==> src/hdl/spdd_pkg.sv <==
`timescale 1ns / 1ps
// ----------------------------------------------------------------------------
// spdd_pkg
// Shared types and constants of the sound pulse direction detector.
// ----------------------------------------------------------------------------
package spdd_pkg;

   localparam int TIME_W      = 32;
   localparam int SUM_W       = 39;
   localparam int CNT_W       = 7;
   localparam int CAPACITY    = 100;
   localparam int QUEUE_DEPTH = 2;
   localparam int QPTR_W      = $clog2(QUEUE_DEPTH);
   localparam int QCNT_W      = $clog2(QUEUE_DEPTH + 1);
   localparam int STEP_W      = $clog2(SUM_W + 1);

   localparam logic [TIME_W-1:0] THRESH_RESET = TIME_W'(1000);

   // request type codes as they arrive on the input channel
   localparam logic [1:0] REQ_EDGE   = 2'd0;
   localparam logic [1:0] REQ_CLOSE  = 2'd1;
   localparam logic [1:0] REQ_DECIDE = 2'd2;

   localparam logic [1:0] WIN_NONE  = 2'd0;
   localparam logic [1:0] WIN_LEFT  = 2'd1;
   localparam logic [1:0] WIN_RIGHT = 2'd2;

   typedef enum logic [1:0] {
      OP_EDGE,
      OP_CLOSE,
      OP_DECIDE,
      OP_NONE
   } op_type;

   typedef struct packed {
      op_type              op;
      logic                channel;
      logic                pin_left;
      logic                pin_right;
      logic [TIME_W-1:0]   time_us;
   } entry_type;

   typedef struct packed {
      logic                start;
      logic [SUM_W-1:0]    dividend;
      logic [CNT_W-1:0]    divisor;
   } div_req_type;

   typedef struct packed {
      logic                done;
      logic [SUM_W-1:0]    quotient;
   } div_rsp_type;

   typedef enum logic [1:0] {
      S_IDLE,
      S_OPEN,
      S_START,
      S_WAIT
   } state_type;

endpackage

==> src/hdl/spdd_front.sv <==
`timescale 1ns / 1ps
// ----------------------------------------------------------------------------
// spdd_front
// Accepts request items, decodes the request type and queues them for the
// back end.
// ----------------------------------------------------------------------------
module spdd_front
   import spdd_pkg::*;
(
   input  logic                clock,
   input  logic                reset,
   input  logic                req_valid,
   output logic                req_stall,
   input  logic [1:0]          req_type,
   input  logic                req_channel,
   input  logic                req_pin_left,
   input  logic                req_pin_right,
   input  logic [TIME_W-1:0]   req_time_us,
   output logic                q_valid,
   output entry_type           q_entry,
   input  logic                q_pop
);

   entry_type          entry_ff [QUEUE_DEPTH];
   logic [QPTR_W-1:0]  wr_ptr_ff, wr_ptr_in;
   logic [QPTR_W-1:0]  rd_ptr_ff, rd_ptr_in;
   logic [QCNT_W-1:0]  count_ff, count_in;
   logic               push;
   entry_type          new_entry;

   assign req_stall = (count_ff == QCNT_W'(QUEUE_DEPTH));
   assign push      = req_valid && !req_stall;
   assign q_valid   = (count_ff != '0);
   assign q_entry   = entry_ff[rd_ptr_ff];

   always_comb begin
      new_entry.channel   = req_channel;
      new_entry.pin_left  = req_pin_left;
      new_entry.pin_right = req_pin_right;
      new_entry.time_us   = req_time_us;
      case (req_type)
         REQ_EDGE:   new_entry.op = OP_EDGE;
         REQ_CLOSE:  new_entry.op = OP_CLOSE;
         REQ_DECIDE: new_entry.op = OP_DECIDE;
         default:    new_entry.op = OP_NONE;
      endcase
   end

   always_comb begin
      wr_ptr_in = wr_ptr_ff;
      rd_ptr_in = rd_ptr_ff;
      count_in  = count_ff;
      if (push) begin
         wr_ptr_in = (wr_ptr_ff == QPTR_W'(QUEUE_DEPTH - 1)) ? '0 : wr_ptr_ff + 1'b1;
      end
      if (q_pop) begin
         rd_ptr_in = (rd_ptr_ff == QPTR_W'(QUEUE_DEPTH - 1)) ? '0 : rd_ptr_ff + 1'b1;
      end
      if (push && !q_pop) begin
         count_in = count_ff + 1'b1;
      end else if (!push && q_pop) begin
         count_in = count_ff - 1'b1;
      end
   end

   always_ff @(posedge clock) begin
      if (reset) begin
         wr_ptr_ff <= '0;
         rd_ptr_ff <= '0;
         count_ff  <= '0;
      end else begin
         wr_ptr_ff <= wr_ptr_in;
         rd_ptr_ff <= rd_ptr_in;
         count_ff  <= count_in;
      end
   end

   always_ff @(posedge clock) begin
      if (push) begin
         entry_ff[wr_ptr_ff] <= new_entry;
      end
   end

endmodule

==> src/hdl/spdd_div.sv <==
`timescale 1ns / 1ps
// ----------------------------------------------------------------------------
// spdd_div
// Restoring bit-serial divider: interval sum over interval count, one
// quotient bit per cycle.
// ----------------------------------------------------------------------------
module spdd_div
   import spdd_pkg::*;
(
   input  logic         clock,
   input  logic         reset,
   input  div_req_type  div_req,
   output div_rsp_type  div_rsp
);

   logic               busy_ff, busy_in;
   logic               done_ff, done_in;
   logic [STEP_W-1:0]  step_ff, step_in;
   logic [SUM_W-1:0]   quo_ff, quo_in;
   logic [CNT_W-1:0]   rem_ff, rem_in;
   logic [CNT_W-1:0]   dsr_ff, dsr_in;
   logic [CNT_W:0]     trial;
   logic               fits;

   assign trial = {rem_ff, quo_ff[SUM_W-1]};
   assign fits  = (trial >= {1'b0, dsr_ff});

   always_comb begin
      busy_in = busy_ff;
      done_in = 1'b0;
      step_in = step_ff;
      quo_in  = quo_ff;
      rem_in  = rem_ff;
      dsr_in  = dsr_ff;
      if (div_req.start) begin
         busy_in = 1'b1;
         step_in = '0;
         quo_in  = div_req.dividend;
         rem_in  = '0;
         dsr_in  = div_req.divisor;
      end else if (busy_ff) begin
         // shift in the next dividend bit, subtract when the divisor fits
         quo_in = {quo_ff[SUM_W-2:0], fits};
         rem_in = fits ? CNT_W'(trial - {1'b0, dsr_ff}) : trial[CNT_W-1:0];
         step_in = step_ff + 1'b1;
         if (step_ff == STEP_W'(SUM_W - 1)) begin
            busy_in = 1'b0;
            done_in = 1'b1;
         end
      end
   end

   always_ff @(posedge clock) begin
      if (reset) begin
         busy_ff <= 1'b0;
         done_ff <= 1'b0;
         step_ff <= '0;
      end else begin
         busy_ff <= busy_in;
         done_ff <= done_in;
         step_ff <= step_in;
      end
   end

   always_ff @(posedge clock) begin
      quo_ff <= quo_in;
      rem_ff <= rem_in;
      dsr_ff <= dsr_in;
   end

   assign div_rsp.done     = done_ff;
   assign div_rsp.quotient = quo_ff;

endmodule

==> src/hdl/spdd_back.sv <==
`timescale 1ns / 1ps
// ----------------------------------------------------------------------------
// spdd_back
// Executes queued items: pin edges, window closes, direction decisions and
// unused request types; holds the channel state, the threshold and the result register.
// ----------------------------------------------------------------------------
module spdd_back
   import spdd_pkg::*;
(
   input  logic                clock,
   input  logic                reset,
   input  logic                csr_wr_en,
   input  logic [TIME_W-1:0]   csr_loud_threshold_us,
   input  logic                q_valid,
   input  entry_type           q_entry,
   output logic                q_pop,
   output div_req_type         div_req,
   input  div_rsp_type         div_rsp,
   output logic                rsp_valid,
   input  logic                rsp_stall,
   output logic                rsp_led_left,
   output logic                rsp_led_right,
   output logic [TIME_W-1:0]   rsp_window_average_us,
   output logic [1:0]          rsp_winner,
   output logic [TIME_W-1:0]   rsp_delay_us
);

   state_type          state_ff, state_in;
   logic [TIME_W-1:0]  thresh_ff, thresh_in;
   logic [TIME_W-1:0]  start_ff [2];
   logic [TIME_W-1:0]  start_in [2];
   logic [TIME_W-1:0]  stop_ff  [2];
   logic [TIME_W-1:0]  stop_in  [2];
   logic [SUM_W-1:0]   sum_ff   [2];
   logic [SUM_W-1:0]   sum_in   [2];
   logic [CNT_W-1:0]   cnt_ff   [2];
   logic [CNT_W-1:0]   cnt_in   [2];
   logic [TIME_W-1:0]  avg_ff   [2];
   logic [TIME_W-1:0]  avg_in   [2];
   logic [1:0]         led_ff, led_in;
   logic               ch_ff, ch_in;
   logic [TIME_W-1:0]  now_ff, now_in;

   logic               rsp_valid_ff, rsp_valid_in;
   logic [1:0]         rsp_led_ff, rsp_led_in;
   logic [TIME_W-1:0]  rsp_avg_ff, rsp_avg_in;
   logic [1:0]         rsp_win_ff, rsp_win_in;
   logic [TIME_W-1:0]  rsp_delay_ff, rsp_delay_in;

   logic               out_free;
   logic               pin;
   logic [TIME_W-1:0]  len;

   assign out_free = !rsp_valid_ff || !rsp_stall;

   always_comb begin
      state_in     = state_ff;
      thresh_in    = csr_wr_en ? csr_loud_threshold_us : thresh_ff;
      start_in     = start_ff;
      stop_in      = stop_ff;
      sum_in       = sum_ff;
      cnt_in       = cnt_ff;
      avg_in       = avg_ff;
      led_in       = led_ff;
      ch_in        = ch_ff;
      now_in       = now_ff;
      rsp_valid_in = rsp_valid_ff && rsp_stall;
      rsp_led_in   = rsp_led_ff;
      rsp_avg_in   = rsp_avg_ff;
      rsp_win_in   = rsp_win_ff;
      rsp_delay_in = rsp_delay_ff;
      q_pop        = 1'b0;
      div_req      = '0;
      pin          = 1'b0;
      len          = '0;

      case (state_ff)
         S_IDLE: begin
            if (q_valid && out_free) begin
               q_pop = 1'b1;
               case (q_entry.op)
                  OP_EDGE: begin
                     for (int i = 0; i < 2; i++) begin
                        pin = (i == 0) ? q_entry.pin_left : q_entry.pin_right;
                        len = q_entry.time_us - start_ff[i];
                        if (!pin) begin
                           start_in[i] = q_entry.time_us;
                           led_in[i]   = 1'b1;
                        end else begin
                           stop_in[i] = q_entry.time_us;
                           led_in[i]  = 1'b0;
                           if (start_ff[i] != '0 && cnt_ff[i] < CNT_W'(CAPACITY)) begin
                              sum_in[i] = sum_ff[i] + SUM_W'(len);
                              cnt_in[i] = cnt_ff[i] + 1'b1;
                           end
                        end
                     end
                     rsp_valid_in = 1'b1;
                     rsp_led_in   = led_in;
                     rsp_avg_in   = '0;
                     rsp_win_in   = WIN_NONE;
                     rsp_delay_in = '0;
                  end
                  OP_CLOSE: begin
                     ch_in    = q_entry.channel;
                     now_in   = q_entry.time_us;
                     state_in = S_OPEN;
                  end
                  OP_DECIDE: begin
                     for (int i = 0; i < 2; i++) begin
                        start_in[i] = '0;
                        avg_in[i]   = '0;
                        sum_in[i]   = '0;
                     end
                     rsp_valid_in = 1'b1;
                     rsp_led_in   = led_ff;
                     rsp_avg_in   = '0;
                     rsp_win_in   = WIN_NONE;
                     rsp_delay_in = '0;
                     if (avg_ff[0] > thresh_ff || avg_ff[1] > thresh_ff) begin
                        // a tie goes to the right side
                        if (avg_ff[0] > avg_ff[1]) begin
                           rsp_win_in   = WIN_LEFT;
                           rsp_delay_in = avg_ff[0];
                        end else begin
                           rsp_win_in   = WIN_RIGHT;
                           rsp_delay_in = avg_ff[1];
                        end
                     end
                  end
                  default: begin
                     rsp_valid_in = 1'b1;
                     rsp_led_in   = led_ff;
                     rsp_avg_in   = '0;
                     rsp_win_in   = WIN_NONE;
                     rsp_delay_in = '0;
                  end
               endcase
            end
         end
         S_OPEN: begin
            // record a pulse that is still open at window close
            len = now_ff - start_ff[ch_ff];
            if (stop_ff[ch_ff] < start_ff[ch_ff]) begin
               stop_in[ch_ff] = now_ff;
               if (cnt_ff[ch_ff] < CNT_W'(CAPACITY)) begin
                  sum_in[ch_ff] = sum_ff[ch_ff] + SUM_W'(len);
                  cnt_in[ch_ff] = cnt_ff[ch_ff] + 1'b1;
               end
            end
            state_in = S_START;
         end
         S_START: begin
            if (cnt_ff[ch_ff] != '0) begin
               div_req.start    = 1'b1;
               div_req.dividend = sum_ff[ch_ff];
               div_req.divisor  = cnt_ff[ch_ff];
               state_in         = S_WAIT;
            end else begin
               // empty window: keep the previous average
               sum_in[ch_ff] = '0;
               rsp_valid_in  = 1'b1;
               rsp_led_in    = led_ff;
               rsp_avg_in    = avg_ff[ch_ff];
               rsp_win_in    = WIN_NONE;
               rsp_delay_in  = '0;
               state_in      = S_IDLE;
            end
         end
         S_WAIT: begin
            if (div_rsp.done) begin
               avg_in[ch_ff] = div_rsp.quotient[TIME_W-1:0];
               cnt_in[ch_ff] = '0;
               sum_in[ch_ff] = '0;
               rsp_valid_in  = 1'b1;
               rsp_led_in    = led_ff;
               rsp_avg_in    = div_rsp.quotient[TIME_W-1:0];
               rsp_win_in    = WIN_NONE;
               rsp_delay_in  = '0;
               state_in      = S_IDLE;
            end
         end
         default: begin
            state_in = S_IDLE;
         end
      endcase
   end

   always_ff @(posedge clock) begin
      if (reset) begin
         state_ff     <= S_IDLE;
         thresh_ff    <= THRESH_RESET;
         start_ff     <= '{default: '0};
         stop_ff      <= '{default: '0};
         sum_ff       <= '{default: '0};
         cnt_ff       <= '{default: '0};
         avg_ff       <= '{default: '0};
         led_ff       <= '0;
         rsp_valid_ff <= 1'b0;
      end else begin
         state_ff     <= state_in;
         thresh_ff    <= thresh_in;
         start_ff     <= start_in;
         stop_ff      <= stop_in;
         sum_ff       <= sum_in;
         cnt_ff       <= cnt_in;
         avg_ff       <= avg_in;
         led_ff       <= led_in;
         rsp_valid_ff <= rsp_valid_in;
      end
   end

   always_ff @(posedge clock) begin
      ch_ff        <= ch_in;
      now_ff       <= now_in;
      rsp_led_ff   <= rsp_led_in;
      rsp_avg_ff   <= rsp_avg_in;
      rsp_win_ff   <= rsp_win_in;
      rsp_delay_ff <= rsp_delay_in;
   end

   assign rsp_valid             = rsp_valid_ff;
   assign rsp_led_left          = rsp_led_ff[0];
   assign rsp_led_right         = rsp_led_ff[1];
   assign rsp_window_average_us = rsp_avg_ff;
   assign rsp_winner            = rsp_win_ff;
   assign rsp_delay_us          = rsp_delay_ff;

   a_pop_only_idle: assert property (@(posedge clock) disable iff (reset)
      (state_ff != S_IDLE) |-> !q_pop)
      else $error("queue popped while a window close is in progress");

   a_done_in_wait: assert property (@(posedge clock) disable iff (reset)
      div_rsp.done |-> (state_ff == S_WAIT))
      else $error("divider finished outside the wait state");

   a_count_cap: assert property (@(posedge clock) disable iff (reset)
      (cnt_ff[0] <= CNT_W'(CAPACITY)) && (cnt_ff[1] <= CNT_W'(CAPACITY)))
      else $error("interval count above capacity");

   a_start_clean: assert property (@(posedge clock) disable iff (reset)
      div_req.start |=> (state_ff == S_WAIT))
      else $error("divider started without entering the wait state");

endmodule

==> src/hdl/sound_pulse_direction_detector.sv <==
`timescale 1ns / 1ps
// ----------------------------------------------------------------------------
// sound_pulse_direction_detector
// Two-channel sound pulse timer that averages pulse lengths per window and
// reports the louder side.
// ----------------------------------------------------------------------------
// Pin edge, decide and unused request items are each handled in S_IDLE of the
// back end once they reach the head of the two-entry input queue, so such items
// stream at one per cycle while the result register is not held by rsp_stall.
// A window close steps through taking it from the queue, recording a still-open
// pulse, launching the division, the bit-serial divider that forms the interval
// average, and writing the result register. A close of an empty window skips
// the divider. The input queue keeps accepting items while a close is being
// worked on until it holds two. The back end takes no new item while a finished
// result still waits on rsp_stall.
// Threshold writes on the csr_ port take effect at the next clock edge.
// ----------------------------------------------------------------------------
module sound_pulse_direction_detector
   import spdd_pkg::*;
(
   input  logic                clock,
   input  logic                reset,
   input  logic                csr_wr_en,
   input  logic [TIME_W-1:0]   csr_loud_threshold_us,
   input  logic                req_valid,
   output logic                req_stall,
   input  logic [1:0]          req_type,
   input  logic                req_channel,
   input  logic                req_pin_left,
   input  logic                req_pin_right,
   input  logic [TIME_W-1:0]   req_time_us,
   output logic                rsp_valid,
   input  logic                rsp_stall,
   output logic                rsp_led_left,
   output logic                rsp_led_right,
   output logic [TIME_W-1:0]   rsp_window_average_us,
   output logic [1:0]          rsp_winner,
   output logic [TIME_W-1:0]   rsp_delay_us
);

   logic         q_valid;
   entry_type    q_entry;
   logic         q_pop;
   div_req_type  div_req;
   div_rsp_type  div_rsp;

   spdd_front u_front (
      .clock         (clock),
      .reset         (reset),
      .req_valid     (req_valid),
      .req_stall     (req_stall),
      .req_type      (req_type),
      .req_channel   (req_channel),
      .req_pin_left  (req_pin_left),
      .req_pin_right (req_pin_right),
      .req_time_us   (req_time_us),
      .q_valid       (q_valid),
      .q_entry       (q_entry),
      .q_pop         (q_pop)
   );

   spdd_div u_div (
      .clock   (clock),
      .reset   (reset),
      .div_req (div_req),
      .div_rsp (div_rsp)
   );

   spdd_back u_back (
      .clock                 (clock),
      .reset                 (reset),
      .csr_wr_en             (csr_wr_en),
      .csr_loud_threshold_us (csr_loud_threshold_us),
      .q_valid               (q_valid),
      .q_entry               (q_entry),
      .q_pop                 (q_pop),
      .div_req               (div_req),
      .div_rsp               (div_rsp),
      .rsp_valid             (rsp_valid),
      .rsp_stall             (rsp_stall),
      .rsp_led_left          (rsp_led_left),
      .rsp_led_right         (rsp_led_right),
      .rsp_window_average_us (rsp_window_average_us),
      .rsp_winner            (rsp_winner),
      .rsp_delay_us          (rsp_delay_us)
   );

endmodule
==> config.mk <==
export PLATFORM = sky130hd
export DESIGN_NAME = sound_pulse_direction_detector
export DESIGN_NICKNAME = d
export VERILOG_FILES = /design/src/hdl/spdd_pkg.sv /design/src/hdl/spdd_front.sv /design/src/hdl/spdd_div.sv /design/src/hdl/spdd_back.sv /design/src/hdl/sound_pulse_direction_detector.sv
export SDC_FILE = /design/constraint.sdc
export NUM_CORES = 2
export LEC_CHECK = 0
export ABC_AREA = 1
export BUFFER_PORTS_ARGS = -buffer_cell sky130_fd_sc_hd__buf_4
export CORE_ASPECT_RATIO = 0.5
export CORE_UTILIZATION = 45
export DETAILED_ROUTE_END_ITERATION = 16
export MAX_ROUTING_LAYER = met4
export SYNTH_ARGS = -nofsm -noshare
export SYNTH_HDL_FRONTEND = slang
export SYNTH_SLANG_ARGS = --single-unit
==> constraint.sdc <==
create_clock -name clock -period 6.2 [get_ports clock]
set_clock_uncertainty 0.05 [all_clocks]
set_input_delay 0.62 -clock clock [delete_from_list [all_inputs] [get_ports clock]]
set_output_delay 0.62 -clock clock [all_outputs]
set_load 0.01 [all_outputs]
==> flow_summary.yaml <==
timing:
  post-route-period-util_pct: 92.9
  relSlewSlack_pct: 17.3
  final_max_slew_viol_count: 0
  fmax_mhz: 174
  setup_viol: 0
  worst_pin_slew_ps: 1220
  period_minus_slack_ps: 5760
  rsz0062_at_grt: "no"
  tns_ps: 0
  hold_viol_final: 0
yosys:
  synth_nets: 6706
  synth.distinct_cells: 59
  synthTopCellsByCount: "nand2_1, inv_1, nor2_1"
  synthArstFlopShare_pct: 0
  ys_ff_latch: 562
  ys.flop_type: "dfxtp_1"
  ys_top_cells_by_area: "dfxtp_1, edfxtp_1, nand2_1, ha_1, a21oi_1"
  synth_top_area_share_pct: 16.4
  ys_seq_area_share_pct: 32.3
  synth_enable_flop_cells: 221
  syn-instance-count: 6295
  synth_area_per_cell_um2: 6.62
  syn_area_um2: 41700
  synth.most_common_cell: "nand2_1"
  yosys_warnings: 0
  yosys.area.top_type: "dfxtp_1"
global_route:
  grt_pass1_wl_um: 237000
  first_global_vias: 39300
  use_met1_pct: 49.5
  grt_max_degree: 158
  grt_usage_pct: 34.0
  use_met3_pct: 7.68
  antenna_found_initial: 7
  gr-total-overflow: 0
  grt_use_met2_pct: 47.3
  busiest_layer: "met1"
clock_tree:
  cts_resized: 0
  cts-root-buf: "clkbuf_16"
  path_clk_slew_ps: 70
  ctsHoldBuffers: 0
  post-cts-setup-buffer-count: 0
  clock_latency_ps: 680
  clk_path_buf_depth: 3
  cts-buffers-inserted: 57
  h-tree-depth: 2
  cts_tree: "done"
  clkSinkCount: 562
run:
  cap_violations: 0
route:
  routed_wl_um: 159000
  vias: 43000
  drc: 0
  post_drt_wl_per_cell_um: 20.8
  drt_iter0_markers: 4324
  ant_nets: 0
  via_per_inst: 5.62
  first_pass_iters: 6
placed_design:
  gp_congestion: 1.05
  place_hpwl_um: 123000
  post-place-cells: 7545
  io_buffer_count: 143
die:
  dieWidth_um: 432
  core_area_um2: 91200
  die_h_um: 217
  initial_core_util_pct: 45.7
  row_count: 78
  die-area_um2: 93900
  io_pins: 144
worst_setup_path:
  path_class: "reg2reg"
  worstPathRequired_ps: 6760
  worstSetupStartpointType: "register"
  crit_fanout: 32
  crit_arrival_ps: 6320
  end_kind: "register"
worst_hold_path:
  hold_path.class: "in2reg"
cells_and_area:
  nets: 6775
  syn_to_final_growth_pct: 10.5
  multi_input_area_um2: 24300
  utilization_pct: 50.5
  layout.cells.non_filler: 7655
  drive_gt1_share_pct: 6.29
  register_area_um2: 13500
  n_fill_cell: 9470
outcome:
  status: "complete, no violations"
==> per-layer routing <==
layer | wire length, um | part of all wire, % | vias to the layer above
li1 | - | - | 20800
met1 | 74900 | 47 | 20100
met2 | 63300 | 40 | 1845
met3 | 17100 | 11 | 192
met4 | 3710 | 2.3 | 0
met5 | 0 | 0 | -
==> path summary, 6_finish.rpt <==
path,endpoint,startpoint,cells after the start,slack (ps)
hold / removal,u_front.entry_ff[1][16]$_DFFE_PP_,req_time_us[16],1,80
setup reg to reg,u_back.sum_ff[73]$_SDFFE_PP0P_,register,25,440
hold reg to reg,u_back.start_ff[48]$_SDFFE_PP0P_,u_back.start_ff[48]$_SDFFE_PP0P_,2,420
setup / recovery,u_back.sum_ff[73]$_SDFFE_PP0P_,register,25,440
==> per-stage QoR <==
step	area [um^2]	setup WS, ps	hold WS [ps]
finish	46000	438	79.9
global route	46000	69.7	58.6
CTS	46000	98.9	37.9
detailed placement	44200	132	416
global placement	44200	117	410
floorplan	41700	1060	394
==> cells in the final DEF (no fill, tap or decap), types with 5 or more instances in the layout <==
cell	n
nor2_1	660
a22oi_1	7
o21ai_0	501
clkbuf_1	11
o221ai_1	5
nor4_1	10
inv_1	779
xnor2_1	34
fa_1	7
a21oi_1	651
dfxtp_1	340
o21ai_1	18
a21boi_0	10
inv_2	28
or2_2	7
nand3_1	297
o21bai_1	20
clkbuf_16	59
a211oi_1	5
nor3_1	59
o21a_1	14
nor2_2	9
clkinv_2	10
ha_1	330
clkinv_4	6
nand3b_1	21
buf_12	6
clkinv_1	12
nand4_1	88
a21o_1	16
edfxtp_1	221
nor2_4	5
o22ai_1	49
nand2_1	1708
o211ai_1	9
buf_4	234
a31oi_1	16
clkinvlp_4	5
xor2_1	82
==> logic make-up (layout without fill, tap and decap cells) <==
logic type | after synthesis | in the layout | synth area share (%)
multiplexers | 1 | 1 | 0.0270
AO/OA/AOI/OAI | 1345 | 1345 | 17.1
adder cells (fa/ha/maj) | 337 | 337 | 10.2
flip-flops | 562 | 562 | 32.3
AND/OR/NAND/NOR | 2891 | 2891 | 28.2
other | 0 | 4 | 0
buffers and inverters | 1042 | 1158 | 9.62
XOR/XNOR | 117 | 117 | 2.46
==> area by class of cell <==
class                           count  area share, %
Tap cell                         1240           3.37
Timing Repair Buffer              240           4.08
Clock inverter                     32          0.424
Antenna cell                        4         0.0217
Clock buffer                       74           3.42
Sequential cell                   562           29.2
Inverter                          812           6.63
Multi-Input combinational cell   4691           52.8
==> state kept, by name, summed over array words and instances, names as in the netlist, 7 cells and up, named ones only <==
register	flops
u_back.rsp_window_average_us	32
u_back.cnt_ff	14
u_back.avg_ff	64
u_back.sum_ff	78
u_div.quo_ff	39
u_div.dsr_ff	7
u_back.stop_ff	64
u_back.now_ff	32
u_front.entry_ff	74
u_back.rsp_delay_us	32
u_back.thresh_ff	32
u_back.start_ff	64
u_div.rem_ff	7
==> critical path, cell delays in order (launching register included) <==
cell	delay, ps
dfxtp_4	530
buf_12	200
nand2_1	60
o21ai_1	280
inv_1	240
ha_1	420
a21oi_1	160
nand2_1	100
a21oi_1	310
o21ai_1	200
a21oi_1	320
o21bai_1	200
nand3_1	110
nand2_1	60
xor2_1	450
ha_1	380
a21oi_1	230
a21boi_0	350
o22ai_1	140
nor2_1	310
nand3_1	170
nand2_1	80
nand3_1	70
nand2_1	80
nor2_1	40
nor2_1	130
Power is left out: the tool's default activity adds up to more than one toggle a clock period on the data nets, which glitch-free logic cannot reach.
